$ cat src/hw/rtl/rwfc_pkg.sv
// ---------------------------------------------------------------------------
// rwfc_pkg: shared types and constants of the repeated word filter
// Character classes, repeat modes and the result beat layout.
// ---------------------------------------------------------------------------
`default_nettype none

package rwfc_pkg;

  typedef logic [7:0] char_t;
  typedef logic [1:0] mode_t;
  typedef logic [1:0] rep_lvl_t;

  localparam mode_t MODE_KEEP_ALL = 2'd0;
  localparam mode_t MODE_KEEP_ONE = 2'd1;
  localparam mode_t MODE_DROP_ALL = 2'd2;

  localparam rep_lvl_t REP_NONE = 2'd0;
  localparam rep_lvl_t REP_SAT  = 2'd2;

  localparam char_t CHAR_NUL   = 8'h00;
  localparam char_t CHAR_SPACE = 8'h20;
  localparam char_t CASE_BIT   = 8'h20;

  typedef struct packed {
    char_t ch;
    logic  ch_valid;
    logic  done;
    logic  last;
    logic  trunc;
  } out_beat_t;

  function automatic logic rwfc_is_delim(input char_t b);
    rwfc_is_delim = b inside {[8'h09:8'h0D], [8'h20:8'h2F], [8'h3A:8'h40],
                              [8'h5B:8'h60], [8'h7B:8'h7E]};
  endfunction

  function automatic logic rwfc_is_upper(input char_t b);
    rwfc_is_upper = b inside {[8'h41:8'h5A]};
  endfunction

  function automatic logic rwfc_is_lower(input char_t b);
    rwfc_is_lower = b inside {[8'h61:8'h7A]};
  endfunction

  function automatic char_t rwfc_fold(input char_t b);
    rwfc_fold = rwfc_is_upper(b) ? (b | CASE_BIT) : b;
  endfunction

endpackage

`default_nettype wire

$ cat src/hw/rtl/rwfc_word_mem.sv
// ---------------------------------------------------------------------------
// rwfc_word_mem: word store
// One write port, one read port, registered read data held while idle.
// ---------------------------------------------------------------------------
`default_nettype none

module rwfc_word_mem #(
  parameter int ADDR_W = 6
) (
  input  wire                 clk,
  input  wire                 we,
  input  wire  [ADDR_W-1:0]   waddr,
  input  rwfc_pkg::char_t     wdata,
  input  wire                 re,
  input  wire  [ADDR_W-1:0]   raddr,
  output rwfc_pkg::char_t     rdata
);
  import rwfc_pkg::*;

  char_t word_mem [2**ADDR_W];
  char_t rdata_r;

  always_ff @(posedge clk) begin
    if (we) begin
      word_mem[waddr] <= wdata;
    end
    if (re) begin
      rdata_r <= word_mem[raddr];
    end
  end

  assign rdata = rdata_r;

endmodule

`default_nettype wire

$ cat src/hw/rtl/repeated_word_filter_capitalizer.sv
// ---------------------------------------------------------------------------
// repeated_word_filter_capitalizer: drop repeated words, capitalise the text
// Text enters one byte per in_ beat; kept words leave one byte per out_ beat.
// ---------------------------------------------------------------------------
// Usage:
//   in_ channel carries one text byte per beat, in_end_of_text on the last.
//   out_ channel carries the cleaned text, one byte per beat, words joined by
//   single spaces; out_last_of_run closes the beats of one input byte and
//   out_text_done the text. A text that yields nothing gives one marker beat
//   with out_byte_valid low. cfg_wr_en writes the repeat mode between texts.
// Timing:
//   Every input byte passes through S_IDLE, which writes/reads the word store,
//   and S_CMP, which compares with the previous word; a byte closing a text
//   with no kept word also passes through S_MARK for the marker. A kept word
//   streams from the registered store read at one beat a cycle while the
//   receiver is ready; the byte closing a word holds the input until it is out.
// Reset and stall:
//   Reset clears all control state; the store needs no clearing pass since
//   only entries below a written length are read. A stalled receiver holds
//   the output register and the burst waits; input is taken only between
//   bytes, never during a burst.
// ---------------------------------------------------------------------------
`default_nettype none

module repeated_word_filter_capitalizer #(
  parameter int MAX_WORD_LEN = 32
) (
  input  wire              clk,
  input  wire              rst_n,
  input  wire              in_valid,
  output logic             in_ready,
  input  rwfc_pkg::char_t  in_byte,
  input  wire              in_end_of_text,
  output logic             out_valid,
  input  wire              out_ready,
  output rwfc_pkg::char_t  out_byte,
  output logic             out_byte_valid,
  output logic             out_text_done,
  output logic             out_last_of_run,
  output logic             out_word_truncated,
  input  wire              cfg_wr_en,
  input  rwfc_pkg::mode_t  cfg_wr_data
);
  import rwfc_pkg::*;

  localparam int LEN_W  = $clog2(MAX_WORD_LEN + 1);
  localparam int IDX_W  = (MAX_WORD_LEN > 1) ? $clog2(MAX_WORD_LEN) : 1;
  localparam int ADDR_W = IDX_W + 1;
  localparam logic [LEN_W-1:0] MAX_LEN = LEN_W'(MAX_WORD_LEN);

  typedef enum logic [1:0] {S_IDLE, S_CMP, S_EMIT, S_MARK} state_t;

  state_t     state_r, state_nxt;
  mode_t      mode_r, mode_nxt;
  logic       sel_r, sel_nxt;
  logic [LEN_W-1:0] cur_len_r, cur_len_nxt;
  logic [LEN_W-1:0] prev_len_r, prev_len_nxt;
  logic       match_r, match_nxt;
  rep_lvl_t   rep_lvl_r, rep_lvl_nxt;
  logic       emitted_r, emitted_nxt;
  logic       cap_pend_r, cap_pend_nxt;
  logic       ovf_r, ovf_nxt;
  logic       eot_r, eot_nxt;
  logic       cmp_pend_r, cmp_pend_nxt;
  logic       space_pend_r, space_pend_nxt;
  logic       rd_pend_r, rd_pend_nxt;
  logic       out_valid_r, out_valid_nxt;
  logic [LEN_W-1:0] emit_cnt_r, emit_cnt_nxt;

  char_t      byte_r, byte_nxt;
  logic       lt_prev_r, lt_prev_nxt;
  logic       emit_sel_r, emit_sel_nxt;
  logic [LEN_W-1:0] emit_len_r, emit_len_nxt;
  logic       emit_trunc_r, emit_trunc_nxt;
  logic       emit_eot_r, emit_eot_nxt;
  out_beat_t  out_r, out_nxt;

  logic              mem_we, mem_re;
  logic [ADDR_W-1:0] mem_waddr, mem_raddr;
  char_t             mem_rdata;

  logic     slot_free, room, sm_now, end_word, word_match, drop;
  logic     load_space, load_char, can_issue, last_char;
  rep_lvl_t lvl_inc;
  char_t    cap_char;

  rwfc_word_mem #(.ADDR_W(ADDR_W)) u_mem (
    .clk   (clk),
    .we    (mem_we),
    .waddr (mem_waddr),
    .wdata (byte_nxt),
    .re    (mem_re),
    .raddr (mem_raddr),
    .rdata (mem_rdata)
  );

  assign in_ready           = (state_r == S_IDLE);
  assign out_valid          = out_valid_r;
  assign out_byte           = out_r.ch;
  assign out_byte_valid     = out_r.ch_valid;
  assign out_text_done      = out_r.done;
  assign out_last_of_run    = out_r.last;
  assign out_word_truncated = out_r.trunc;

  assign slot_free  = !out_valid_r || out_ready;
  assign room       = cur_len_r < MAX_LEN;
  assign sm_now     = match_r && !(cmp_pend_r &&
                      !(lt_prev_r && rwfc_fold(mem_rdata) == rwfc_fold(byte_r)));
  assign end_word   = (rwfc_is_delim(byte_r) || eot_r) && (cur_len_r != '0);
  assign word_match = sm_now && (cur_len_r == prev_len_r);
  assign lvl_inc    = (rep_lvl_r == REP_SAT) ? REP_SAT : rep_lvl_r + 2'd1;
  assign drop       = word_match && ((mode_r >= MODE_DROP_ALL) ||
                      (mode_r == MODE_KEEP_ONE && lvl_inc == REP_SAT));
  assign load_space = (state_r == S_EMIT) && space_pend_r && slot_free;
  assign load_char  = (state_r == S_EMIT) && !space_pend_r && rd_pend_r && slot_free;
  assign can_issue  = (state_r == S_EMIT) && (emit_cnt_r != emit_len_r) &&
                      (!rd_pend_r || load_char);
  assign last_char  = emit_cnt_r == emit_len_r;
  assign cap_char   = (cap_pend_r && rwfc_is_lower(mem_rdata)) ?
                      (mem_rdata & ~CASE_BIT) : mem_rdata;

  always_comb begin
    state_nxt      = state_r;
    mode_nxt       = mode_r;
    sel_nxt        = sel_r;
    cur_len_nxt    = cur_len_r;
    prev_len_nxt   = prev_len_r;
    match_nxt      = match_r;
    rep_lvl_nxt    = rep_lvl_r;
    emitted_nxt    = emitted_r;
    cap_pend_nxt   = cap_pend_r;
    ovf_nxt        = ovf_r;
    eot_nxt        = eot_r;
    cmp_pend_nxt   = cmp_pend_r;
    space_pend_nxt = space_pend_r;
    rd_pend_nxt    = rd_pend_r;
    out_valid_nxt  = out_valid_r && !out_ready;
    emit_cnt_nxt   = emit_cnt_r;
    byte_nxt       = byte_r;
    lt_prev_nxt    = lt_prev_r;
    emit_sel_nxt   = emit_sel_r;
    emit_len_nxt   = emit_len_r;
    emit_trunc_nxt = emit_trunc_r;
    emit_eot_nxt   = emit_eot_r;
    out_nxt        = out_r;
    mem_we         = 1'b0;
    mem_re         = 1'b0;
    mem_waddr      = {sel_r, cur_len_r[IDX_W-1:0]};
    mem_raddr      = {~sel_r, cur_len_r[IDX_W-1:0]};

    if (cfg_wr_en) begin
      mode_nxt = cfg_wr_data;
    end

    case (state_r)
      S_IDLE: begin
        if (in_valid) begin
          byte_nxt     = in_byte;
          eot_nxt      = in_end_of_text;
          lt_prev_nxt  = cur_len_r < prev_len_r;
          cmp_pend_nxt = !rwfc_is_delim(in_byte) && room;
          if (!rwfc_is_delim(in_byte)) begin
            if (room) begin
              // write this byte, fetch the same place of the previous word
              mem_we      = 1'b1;
              mem_re      = 1'b1;
              cur_len_nxt = cur_len_r + 1'b1;
            end else begin
              ovf_nxt = 1'b1;
            end
          end
          state_nxt = S_CMP;
        end
      end
      S_CMP: begin
        match_nxt = sm_now;
        state_nxt = eot_r ? S_MARK : S_IDLE;
        if (end_word) begin
          rep_lvl_nxt    = word_match ? lvl_inc : REP_NONE;
          cur_len_nxt    = '0;
          match_nxt      = 1'b1;
          ovf_nxt        = 1'b0;
          emit_len_nxt   = cur_len_r;
          emit_trunc_nxt = ovf_r;
          emit_sel_nxt   = sel_r;
          emit_eot_nxt   = eot_r;
          emit_cnt_nxt   = '0;
          rd_pend_nxt    = 1'b0;
          if (!drop) begin
            space_pend_nxt = emitted_r;
            emitted_nxt    = 1'b1;
            prev_len_nxt   = cur_len_r;
            sel_nxt        = ~sel_r;
            state_nxt      = S_EMIT;
          end
        end
      end
      S_EMIT: begin
        if (can_issue) begin
          mem_re       = 1'b1;
          mem_raddr    = {emit_sel_r, emit_cnt_r[IDX_W-1:0]};
          emit_cnt_nxt = emit_cnt_r + 1'b1;
          rd_pend_nxt  = 1'b1;
        end else if (load_char) begin
          rd_pend_nxt = 1'b0;
        end
        if (load_space) begin
          out_nxt        = '{ch: CHAR_SPACE, ch_valid: 1'b1, done: 1'b0,
                             last: 1'b0, trunc: emit_trunc_r};
          out_valid_nxt  = 1'b1;
          space_pend_nxt = 1'b0;
        end
        if (load_char) begin
          if (rwfc_is_lower(mem_rdata) || rwfc_is_upper(mem_rdata)) begin
            cap_pend_nxt = 1'b0;
          end
          out_nxt       = '{ch: cap_char, ch_valid: 1'b1,
                            done: last_char && emit_eot_r,
                            last: last_char, trunc: emit_trunc_r};
          out_valid_nxt = 1'b1;
          if (last_char) begin
            state_nxt = S_IDLE;
            if (emit_eot_r) begin
              sel_nxt      = 1'b0;
              cur_len_nxt  = '0;
              prev_len_nxt = '0;
              match_nxt    = 1'b1;
              rep_lvl_nxt  = REP_NONE;
              emitted_nxt  = 1'b0;
              cap_pend_nxt = 1'b1;
              ovf_nxt      = 1'b0;
            end
          end
        end
      end
      S_MARK: begin
        if (slot_free) begin
          out_nxt       = '{ch: CHAR_NUL, ch_valid: 1'b0, done: 1'b1,
                            last: 1'b1, trunc: 1'b0};
          out_valid_nxt = 1'b1;
          sel_nxt       = 1'b0;
          cur_len_nxt   = '0;
          prev_len_nxt  = '0;
          match_nxt     = 1'b1;
          rep_lvl_nxt   = REP_NONE;
          emitted_nxt   = 1'b0;
          cap_pend_nxt  = 1'b1;
          ovf_nxt       = 1'b0;
          state_nxt     = S_IDLE;
        end
      end
      default: begin
        state_nxt = S_IDLE;
      end
    endcase
  end

  always_ff @(posedge clk) begin
    if (!rst_n) begin
      state_r      <= S_IDLE;
      mode_r       <= MODE_KEEP_ALL;
      sel_r        <= 1'b0;
      cur_len_r    <= '0;
      prev_len_r   <= '0;
      match_r      <= 1'b1;
      rep_lvl_r    <= REP_NONE;
      emitted_r    <= 1'b0;
      cap_pend_r   <= 1'b1;
      ovf_r        <= 1'b0;
      eot_r        <= 1'b0;
      cmp_pend_r   <= 1'b0;
      space_pend_r <= 1'b0;
      rd_pend_r    <= 1'b0;
      out_valid_r  <= 1'b0;
      emit_cnt_r   <= '0;
    end else begin
      state_r      <= state_nxt;
      mode_r       <= mode_nxt;
      sel_r        <= sel_nxt;
      cur_len_r    <= cur_len_nxt;
      prev_len_r   <= prev_len_nxt;
      match_r      <= match_nxt;
      rep_lvl_r    <= rep_lvl_nxt;
      emitted_r    <= emitted_nxt;
      cap_pend_r   <= cap_pend_nxt;
      ovf_r        <= ovf_nxt;
      eot_r        <= eot_nxt;
      cmp_pend_r   <= cmp_pend_nxt;
      space_pend_r <= space_pend_nxt;
      rd_pend_r    <= rd_pend_nxt;
      out_valid_r  <= out_valid_nxt;
      emit_cnt_r   <= emit_cnt_nxt;
    end
    byte_r       <= byte_nxt;
    lt_prev_r    <= lt_prev_nxt;
    emit_sel_r   <= emit_sel_nxt;
    emit_len_r   <= emit_len_nxt;
    emit_trunc_r <= emit_trunc_nxt;
    emit_eot_r   <= emit_eot_nxt;
    out_r        <= out_nxt;
  end

endmodule

`default_nettype wire

$ cat config.mk
export PLATFORM = sky130hd
export DESIGN_NAME = repeated_word_filter_capitalizer
export DESIGN_NICKNAME = d
export VERILOG_FILES = /design/src/hw/rtl/rwfc_pkg.sv /design/src/hw/rtl/rwfc_word_mem.sv /design/src/hw/rtl/repeated_word_filter_capitalizer.sv
export SDC_FILE = /design/constraint.sdc
export NUM_CORES = 1
export LEC_CHECK = 0
export ABC_AREA = 1
export BUFFER_PORTS_ARGS = -buffer_cell sky130_fd_sc_hd__buf_2
export CAP_MARGIN = 25
export CORE_ASPECT_RATIO = 0.9
export CORE_MARGIN = 1
export CORE_UTILIZATION = 40
export CTS_CLUSTER_DIAMETER = 80
export DETAILED_ROUTE_END_ITERATION = 8
export PLACE_DENSITY = 0.66
export SYNTH_ARGS = -nofsm -noshare
export SYNTH_HDL_FRONTEND = slang
export SYNTH_HIERARCHICAL = 1
export SYNTH_SLANG_ARGS = --single-unit
$ cat constraint.sdc
create_clock -name clk -period 10.59 [get_ports clk]
set_input_delay 3.177 -clock clk [delete_from_list [all_inputs] [get_ports clk]]
set_output_delay 3.177 -clock clk [all_outputs]
set_load 0.005 [all_outputs]
Yosys cells after proc, flatten, opt, wreduce, memory -nomap -nowiden
Memory sizes are Yosys's and may differ from the RTL's. A register that Yosys moved wholly into a read port is not among the register bits.
Index checks and enable logic that the tools add are counted.
{"block": "word_totals", "register_bits": 64, "mem_bits_rw": 512, "input_bits": 16, "output_inout_bits": 14, "word_cells": 233, "memories": 1}
{"memory": "u_mem.word_mem", "words": 64, "word_bits": 8, "rd": 1, "rd_ports_with_merged_regs": 1, "write_ports": 1, "line": "rwfc_word_mem.sv:20", "text": "char_t word_mem [2**ADDR_W];"}
{"block": "classes", "add_sub_neg": 3, "order_cmp": 29, "n_eq_ne": 24, "n_mux": 85, "bitwise": 1, "n_reduce_logical": 63}
{"operator": "$mux 6", "n": 16}
{"operator": "$le 8x7->1 const B", "n": 9}
{"operator": "$ge 8x7->1 const B", "n": 7}
{"operator": "$mux 1", "n": 36}
{"operator": "$mux 12", "n": 3}
{"operator": "$ge 8x6->1 const B", "n": 4}
{"operator": "$logic_and 1x1->1", "n": 31}
{"operator": "$mux 2", "n": 13}
{"operator": "$pmux 12 s2", "n": 1}
{"operator": "$pmux 6 s4", "n": 1}
{"operator": "$ne 2x2->1 const B", "n": 11}
{"operator": "$pmux 6 s3", "n": 1}
{"operator": "$ge 8x4->1 const B", "n": 2}
{"operator": "$le 8x4->1 const B", "n": 2}
{"operator": "$le 8x6->1 const B", "n": 2}
{"operator": "$mux 8", "n": 2}
{"operator": "$reduce_and 8->1", "n": 2}
{"operator": "$add 6x1->6 const B", "n": 2}
{"operator": "$eq 6x6->1", "n": 2}
{"operator": "$pmux 6 s2", "n": 1}
{"operator": "$reduce_and 3->1", "n": 4}
{"operator": "$pmux 1 s2", "n": 5}
{"operator": "$reduce_bool 5->1", "n": 2}
{"operator": "$pmux 1 s3", "n": 3}
{"operator": "25 further kinds", "n": 43}

Longest topological paths before layout
Gate-level depths: netlist of run 1.
{"block": "depth", "depth_word": 14, "depth_mapped": 22, "mapped_depth_nobuf": 18}

Modules after synthesis
The synthesis of run 1 kept the hierarchy.
{"module": "rwfc_word_mem", "n_inst": 1, "cells_each": 1822, "area_per_inst_um2": 21371.7, "seq_area_each_um2": 15615.0}
{"module": "repeated_word_filter_capitalizer", "n_inst": 1, "cells_each": 457, "area_per_inst_um2": 3448.3, "seq_area_each_um2": 1501.4}

Worst setup path after synthesis of run 1
OpenSTA, ideal clock, no wires.
{"block": "synth_path", "kind": "in2reg", "startpoint": "input in_valid", "endpoint": "memory u_mem/word_mem[0][2] in the netlist's numbering, data pin", "setup_ns": 0.709, "arrival_ns": 6.192, "required_ns": 9.881, "slack_ns": 3.689, "path_stages": 4, "n_path_buf": 0, "cell_sequence": "inv_1 -> nor2_1 -> inv_1 -> o21ai_0"}
{"block": "synth_via", "elab_chain_len": 2}
{"item": "from (decl)", "line": "repeated_word_filter_capitalizer.sv:30", "text": "input wire in_valid,"}
{"item": "$mux 8", "line": "repeated_word_filter_capitalizer.sv:157", "text": "if (in_valid) begin"}
{"item": "$mux 8", "line": "repeated_word_filter_capitalizer.sv:155", "text": "case (state_r)"}
{"item": "net byte_nxt[2]", "line": "repeated_word_filter_capitalizer.sv:70", "text": "char_t byte_r, byte_nxt;"}
{"item": "to (decl)", "line": "rwfc_word_mem.sv:20"}
The timed path passes the listed nets, and every way through them passes these cells.

Final worst setup path of run 1
{"block": "layout_path", "startpoint": "input out_ready", "endpoint": "register u_mem.rdata_r[0], in the netlist u_mem/rdata[0], read port of u_mem.word_mem, data pin"}
{"block": "layout_via", "elab_chain_len": 6, "word_cells_on_any_way": 8, "classes_between": "mux: 4; reduce/logical: 4"}
{"item": "from (decl)", "line": "repeated_word_filter_capitalizer.sv:35", "text": "input wire out_ready,"}
{"item": "$logic_or 1x1->1", "line": "repeated_word_filter_capitalizer.sv:105", "text": "assign slot_free = !out_valid_r || out_ready;"}
{"item": "$logic_and 1x1->1", "line": "repeated_word_filter_capitalizer.sv:115", "text": "assign load_char = (state_r == S_EMIT) && !space_pend_r && rd_pend_r && slot_free;"}
{"item": "$logic_or 1x1->1", "line": "repeated_word_filter_capitalizer.sv:117", "text": "(!rd_pend_r || load_char);"}
{"item": "$logic_and 1x1->1", "line": "repeated_word_filter_capitalizer.sv:116", "text": "assign can_issue = (state_r == S_EMIT) && (emit_cnt_r != emit_len_r) &&"}
{"item": "$mux 6", "line": "repeated_word_filter_capitalizer.sv:199", "text": "if (can_issue) begin"}
{"item": "$mux 6", "line": "repeated_word_filter_capitalizer.sv:155"}
{"item": "net mem_raddr[1]", "line": "repeated_word_filter_capitalizer.sv:79", "text": "logic [ADDR_W-1:0] mem_waddr, mem_raddr;"}
{"item": "to (decl)", "line": "rwfc_word_mem.sv:21", "text": "char_t rdata_r;"}
The timed path passes the listed nets, and every way through them passes these cells.
A chain may end at the register's enable or synchronous reset.

==> results.json, run 1 <==
{
  "period_share_pct": 64.4,
  "syn_area_per_cell_um2": 10.9,
  "r2r-start": "state_r[1]",
  "syn2layout_area_growth_pct": 10.2,
  "cts_tree": "yes",
  "yosysTopAreaCell": "edfxtp_1",
  "grt_pass1_wl_mm": 96.6,
  "p_per_area_mw_per_mm2": 266,
  "synth_cells": 2279,
  "leakage_nw": 9.83,
  "intPower_mw": 4.56,
  "wire_per_inst_um": 20.1,
  "synthesis.area_mm2": 0.0248,
  "seqPwrFrac_pct": 41.8,
  "setup_viol": 0,
  "fmax_mhz": 147,
  "crit_fanout": 66,
  "cts.htree.levels": 2,
  "post_dp_cell_area_mm2": 0.0256,
  "drv_slew": 0,
  "wl_mm": 62.7,
  "cts_buffer_depth": 3,
  "viasPerCell": 5.50,
  "hold_viol": 0,
  "pre_cts_slack_ps": 3200,
  "worstHoldEndpoint": "emit_trunc_r",
  "crit_buf_inv": 6,
  "nNetsFinal": 2310,
  "cts-buffers-inserted": 59,
  "ctsHoldBuffers": 0,
  "yosysSeqAreaShare_pct": 69.0,
  "slew_headroom_pct": 31.2,
  "clk_latency_ps": 640,
  "start_util_pct": 40.5,
  "route.detailed.drc": 0,
  "switching_share_pct": 37.4,
  "crit_chain": "buf_2 > inv_1 > a211oi_4 > nand2_4 > a21oi_1 > buf_4 > nand2_1 > o21ai_4 > buf_4 > clkinv_2 > buf_4 > nand3_1 > nand3_1 > nand2_1 > nand2_1 > nand3_1 > nand3_1 > nand2_1",
  "comb_power_share_pct": 32.1,
  "p_sw_mw": 2.72,
  "grt_pass1_vias": 16400,
  "worstPathArrival_ps": 7330,
  "drtAntennaViolNets": 0,
  "fillers": 5532,
  "cpPeakStageDelay_ps": 720,
  "globalplace.congestion": 0.875,
  "synth_flop_cell": "edfxtp_1",
  "maxCapViolCount": 0,
  "hp-start": "ovf_r",
  "pin_count": 30,
  "async_flop_share_pct": 0,
  "worst_pin_slew_ps": 1030,
  "crit_required_ps": 11100,
  "core_mm2": 0.0612,
  "fin_area_mm2": 0.0274,
  "outcome": "completed",
  "p_total_mw": 7.28,
  "r2r_slack_ps": 5930,
  "cts_sinks": 584,
  "final_common_cell": "nand2_1",
  "setup_tns_ps": 0,
  "synth-edff-count": 542,
  "ir_worst_vdd_mv": 0.161,
  "post_cts_buffers": 0,
  "grt_max_degree": 108,
  "regArea_mm2": 0.0171,
  "cp-start-kind": "input pin",
  "path_class": "in2reg",
  "cts-resized-gates": 0,
  "mostFrequentLayoutCells": "768 x nand2_1, 542 x edfxtp_1, 459 x nand3_1",
  "path_clk_slew_ps": 60,
  "grtUsageTotal_pct": 19.8,
  "dr.pass1.iters": 7,
  "setup_ws_ps": 3770,
  "drive_above_1_share_pct": 7.60,
  "holdWs_ps": 441,
  "fin_crit_ps": 6820,
  "io_buffers": 29,
  "vias": 17200,
  "rsz0062_at_grt": "no",
  "antenna_found_initial": 0,
  "yosysUniqueCellTypes": 49,
  "dieArea_mm2": 0.0631,
  "r2r-end": "u_mem/rdata[0]",
  "die_y_um": 238,
  "syn_nets": 2305,
  "cp-end-kind": "register",
  "rows": 86,
  "synth.area.top_cells": "edfxtp_1 66%, nand2_1 12%, nand3_1 9.3%",
  "hold_path_class": "reg2reg",
  "dp_hpwl_mm": 37.3,
  "pwr-share-clk_pct": 26.2,
  "crit_family": "buffers and inverters",
  "die_w_um": 265,
  "finClkSkew_ps": 28.1,
  "r2r_cells": 17,
  "yosysTopAreaCellShare_pct": 65.6,
  "ys_ff_latch": 584,
  "yosys_warnings": 6,
  "cts-root-buf": "clkbuf_16",
  "drt_iter0_markers": 1763,
  "multi_input_area_mm2": 0.00676,
  "overflow": 0,
  "cp_slowest_cell": "clkinv_2",
  "min_path_cells": 0
}
-- stage by stage --
step           util [%]  std cells
6_report           44.7       3122
5_1_grt            44.7       3121
4_1_cts            44.6       3120
3_5_place_dp       41.8       3014
3_3_place_gp       41.7       3011
2_1_floorplan         -       2279
-- metal layers --
layer | vias up | GRT usage (%) | share of wire [%]
met5 | - | 0 | 0
met4 | 0 | 5.95 | 2.3
met3 | 108 | 2.83 | 8.0
met2 | 700 | 31.0 | 46
met1 | 8447 | 28.7 | 44
li1 | 7901 | - | -
-- power groups by stage --
stage / registers (mW) / logic (mW) / clock network (mW)
after floorplan: 3.09 / 1.65 / 0
after global placement: 3.08 / 2.28 / 0
after detailed placement: 3.09 / 2.32 / 0
after CTS: 3.04 / 2.33 / 1.94
after global routing: 3.05 / 2.59 / 2.02
final: 3.04 / 2.34 / 1.91
-- area by class of cell --
class | instances | area share [%]
Antenna cell | 1 | 0.00915
Clock buffer | 76 | 5.63
Clock inverter | 30 | 0.746
Inverter | 87 | 1.23
Multi-Input combinational cell | 1493 | 24.7
Sequential cell | 584 | 62.6
Tap cell | 792 | 3.62
Timing Repair Buffer | 59 | 1.49
-- cells by family (layout without fill, tap and decap cells) --
family,count (synthesis),after routing,synth area share (%)
adder cells (fa/ha/maj),10,10,0.504
AO/OA/AOI/OAI,86,86,2.07
flip-flops,584,584,69.0
XOR/XNOR,7,7,0.247
buffers and inverters,202,252,4.31
AND/OR/NAND/NOR,1390,1390,23.9
other,0,1,0
-- Yosys cell counts, types with 4 or more instances --
| cell | count |
|---|---|
| nand3b_1 | 4 |
| a21oi_1 | 37 |
| xor2_1 | 5 |
| nand3_1 | 459 |
| ha_1 | 10 |
| inv_2 | 5 |
| buf_4 | 9 |
| buf_6 | 24 |
| inv_1 | 79 |
| o22ai_1 | 6 |
| o21ai_0 | 25 |
| nor2_1 | 112 |
| nand2_1 | 769 |
| buf_1 | 12 |
| clkbuf_1 | 13 |
| edfxtp_1 | 542 |
| nor2_2 | 4 |
| dfxtp_1 | 42 |
| nand4_1 | 7 |
| nand2_2 | 4 |
| nor3_1 | 20 |
| buf_2 | 55 |
-- state kept, by name, summed over array words and instances, names as in the netlist, 2 cells and up --
register        flops
rep_lvl_r           2
emit_cnt_r          6
byte_r              8
cur_len_r           6
out_byte            8
state_r             2
mode_r              2
prev_len_r          6
u_mem/word_mem    512
emit_len_r          6
u_mem/rdata         8
-- how the worst max path moves through the flow --
stage	startpoint	end	slack (ps)	cells after the start
floorplan	in_valid	u_mem/word_mem[0][2]	3690	4
global route	out_ready	u_mem/rdata[1]	3560	18
detailed placement	out_ready	u_mem/rdata[1]	3200	18
global placement	out_ready	u_mem/rdata[1]	3260	18
finish	out_ready	u_mem/rdata[0]	3770	18
CTS	out_ready	u_mem/rdata[1]	3830	18
No activity file was read; power rests on OpenSTA's default activity.
==> run 2, diff against run 1 <==
clock period = 6.3 ns   (was 10.59 ns; I/O delays follow)
==> results.json, run 2 (synthesis results as in run 1) <==
{
  "ir_worst_vdd_mv": 0.457,
  "dr.pass1.iters": 5,
  "drtAntennaViolNets": 0,
  "wire_per_inst_um": 19.8,
  "cts-root-buf": "clkbuf_16",
  "overflow": 0,
  "crit_required_ps": 6770,
  "globalplace.congestion": 0.854,
  "setup_tns_ps": 0,
  "crit_fanout": 176,
  "cpMostUsedCell": "nand2_1",
  "cts.htree.levels": 2,
  "viasPerCell": 5.50,
  "path_class": "in2reg",
  "nNetsFinal": 2308,
  "io_buffers": 29,
  "mostFrequentLayoutCells": "768 x nand2_1, 542 x edfxtp_1, 459 x nand3_1",
  "cts_tree": "yes",
  "core_mm2": 0.0612,
  "drt_iter0_markers": 1931,
  "cts_sinks": 584,
  "crit_chain": "buf_2 > inv_1 > a211oi_4 > nand2_4 > a21oi_1 > buf_4 > nand2_1 > o21a_4 > inv_6 > buf_12 > nand2_1 > nand3_1 > nand3_1 > nand2_1 > nand2_1 > nand3_1 > nand3_1 > nand2_1",
  "cpPeakStageDelay_ps": 620,
  "rsz0062_at_grt": "no",
  "rows": 86,
  "holdWs_ps": 430,
  "finClkSkew_ps": 18.4,
  "largest_register_ffs": 512,
  "cts-buffers-inserted": 58,
  "drive_above_1_share_pct": 7.85,
  "clk_latency_ps": 620,
  "die_y_um": 238,
  "hold_viol": 0,
  "start_util_pct": 40.5,
  "place_inst": 3014,
  "cts_buffer_depth": 3,
  "cts-resized-gates": 0,
  "fmax_mhz": 208,
  "vias": 17200,
  "dp_hpwl_mm": 35.8,
  "period_share_pct": 76.4,
  "post_cts_buffers": 0,
  "cp-start-kind": "input pin",
  "fillers": 5447,
  "pin_count": 30,
  "grt_pass1_vias": 16100,
  "slew_headroom_pct": 27.5,
  "regMostFlops": "u_mem/word_mem",
  "final_common_cell": "nand2_1",
  "die_w_um": 265,
  "insertedDiodeCount": 0,
  "grt_max_degree": 181,
  "dieArea_mm2": 0.0631,
  "worst_pin_slew_ps": 1090,
  "hold_path_class": "reg2reg",
  "setup_ws_ps": 1490,
  "path_clk_slew_ps": 60,
  "crit_family": "simple AND/OR/NAND/NOR gates",
  "setup_viol": 0,
  "crit_buf_inv": 5,
  "p_total_mw": 12.5,
  "leakage_nw": 9.92,
  "layoutNonFillerInstCount": 3122,
  "drv_slew": 0,
  "outcome": "completed",
  "fin_crit_ps": 4810,
  "pre_cts_slack_ps": 955,
  "maxCapViolCount": 0,
  "antenna_found_initial": 1,
  "cp_slowest_cell": "buf_12",
  "cp-end-kind": "register",
  "ctsHoldBuffers": 0,
  "wl_mm": 61.7,
  "worstPathArrival_ps": 5280,
  "grt_pass1_wl_mm": 94.3,
  "grtUsageTotal_pct": 19.4,
  "p_per_area_mw_per_mm2": 453,
  "syn2layout_area_growth_pct": 11.0,
  "route.detailed.drc": 0
}
## run 2: cell types whose count changed in the layout (fill, tap and decap cells not counted), moves of 2 or more
cell       delta
bufinv_16     +5
buf_16        -2
buf_4         -5
clkbuf_8      +3
clkinv_8      -2
clkbuf_1      -4
buf_12        +7
## run 2: report_power, final
part	internal (mW)	switching [mW]	leakage, nW
combinational	0.984	2.94	3.74
sequential	4.95	0.156	5.26
clock	2.00	1.45	0.928
## run 2: final timing paths
| kind | from | endpoint | slack (ps) | depth (start not counted) |
|---|---|---|---|---|
| worst min-delay path | ovf_r | emit_trunc_r | 430 | 0 |
| worst max-delay path | out_ready | u_mem/rdata[4] | 1490 | 18 |
| worst max register to register | state_r[1] | u_mem/rdata[4] | 2310 | 17 |
| worst min register to register | ovf_r | emit_trunc_r | 430 | 0 |
## run 2: stage by stage
step / util, % / instance area, um2
3_3_place_gp: 41.8 / 25600
4_1_cts: 45.0 / 27600
2_1_floorplan: - / 24800
5_1_grt: 45.0 / 27600
6_report: 45.0 / 27600
3_5_place_dp: 41.9 / 25600
## run 2: layout make-up
cell class | count | area [um2] | share of cell area [%]
multi-input cells | 1493 | 6760 | 24.5
repair buffers | 58 | 450 | 1.63
flip-flops and latches | 584 | 17100 | 62.1
inverters | 87 | 335 | 1.22
clock inverters | 33 | 335 | 1.22
clock buffers | 75 | 1570 | 5.69
well taps | 792 | 991 | 3.60
## run 2: per-layer routing
| metal | global-route usage [%] | wire (um) | up-vias | share of wire (%) |
|---|---|---|---|---|
| li1 | - | - | 7908 | - |
| met1 | 27.6 | 26600 | 8365 | 43 |
| met2 | 30.3 | 28300 | 770 | 46 |
| met3 | 2.59 | 4910 | 126 | 8.0 |
| met4 | 7.03 | 1910 | 0 | 3.1 |
| met5 | 0 | 0 | - | 0 |
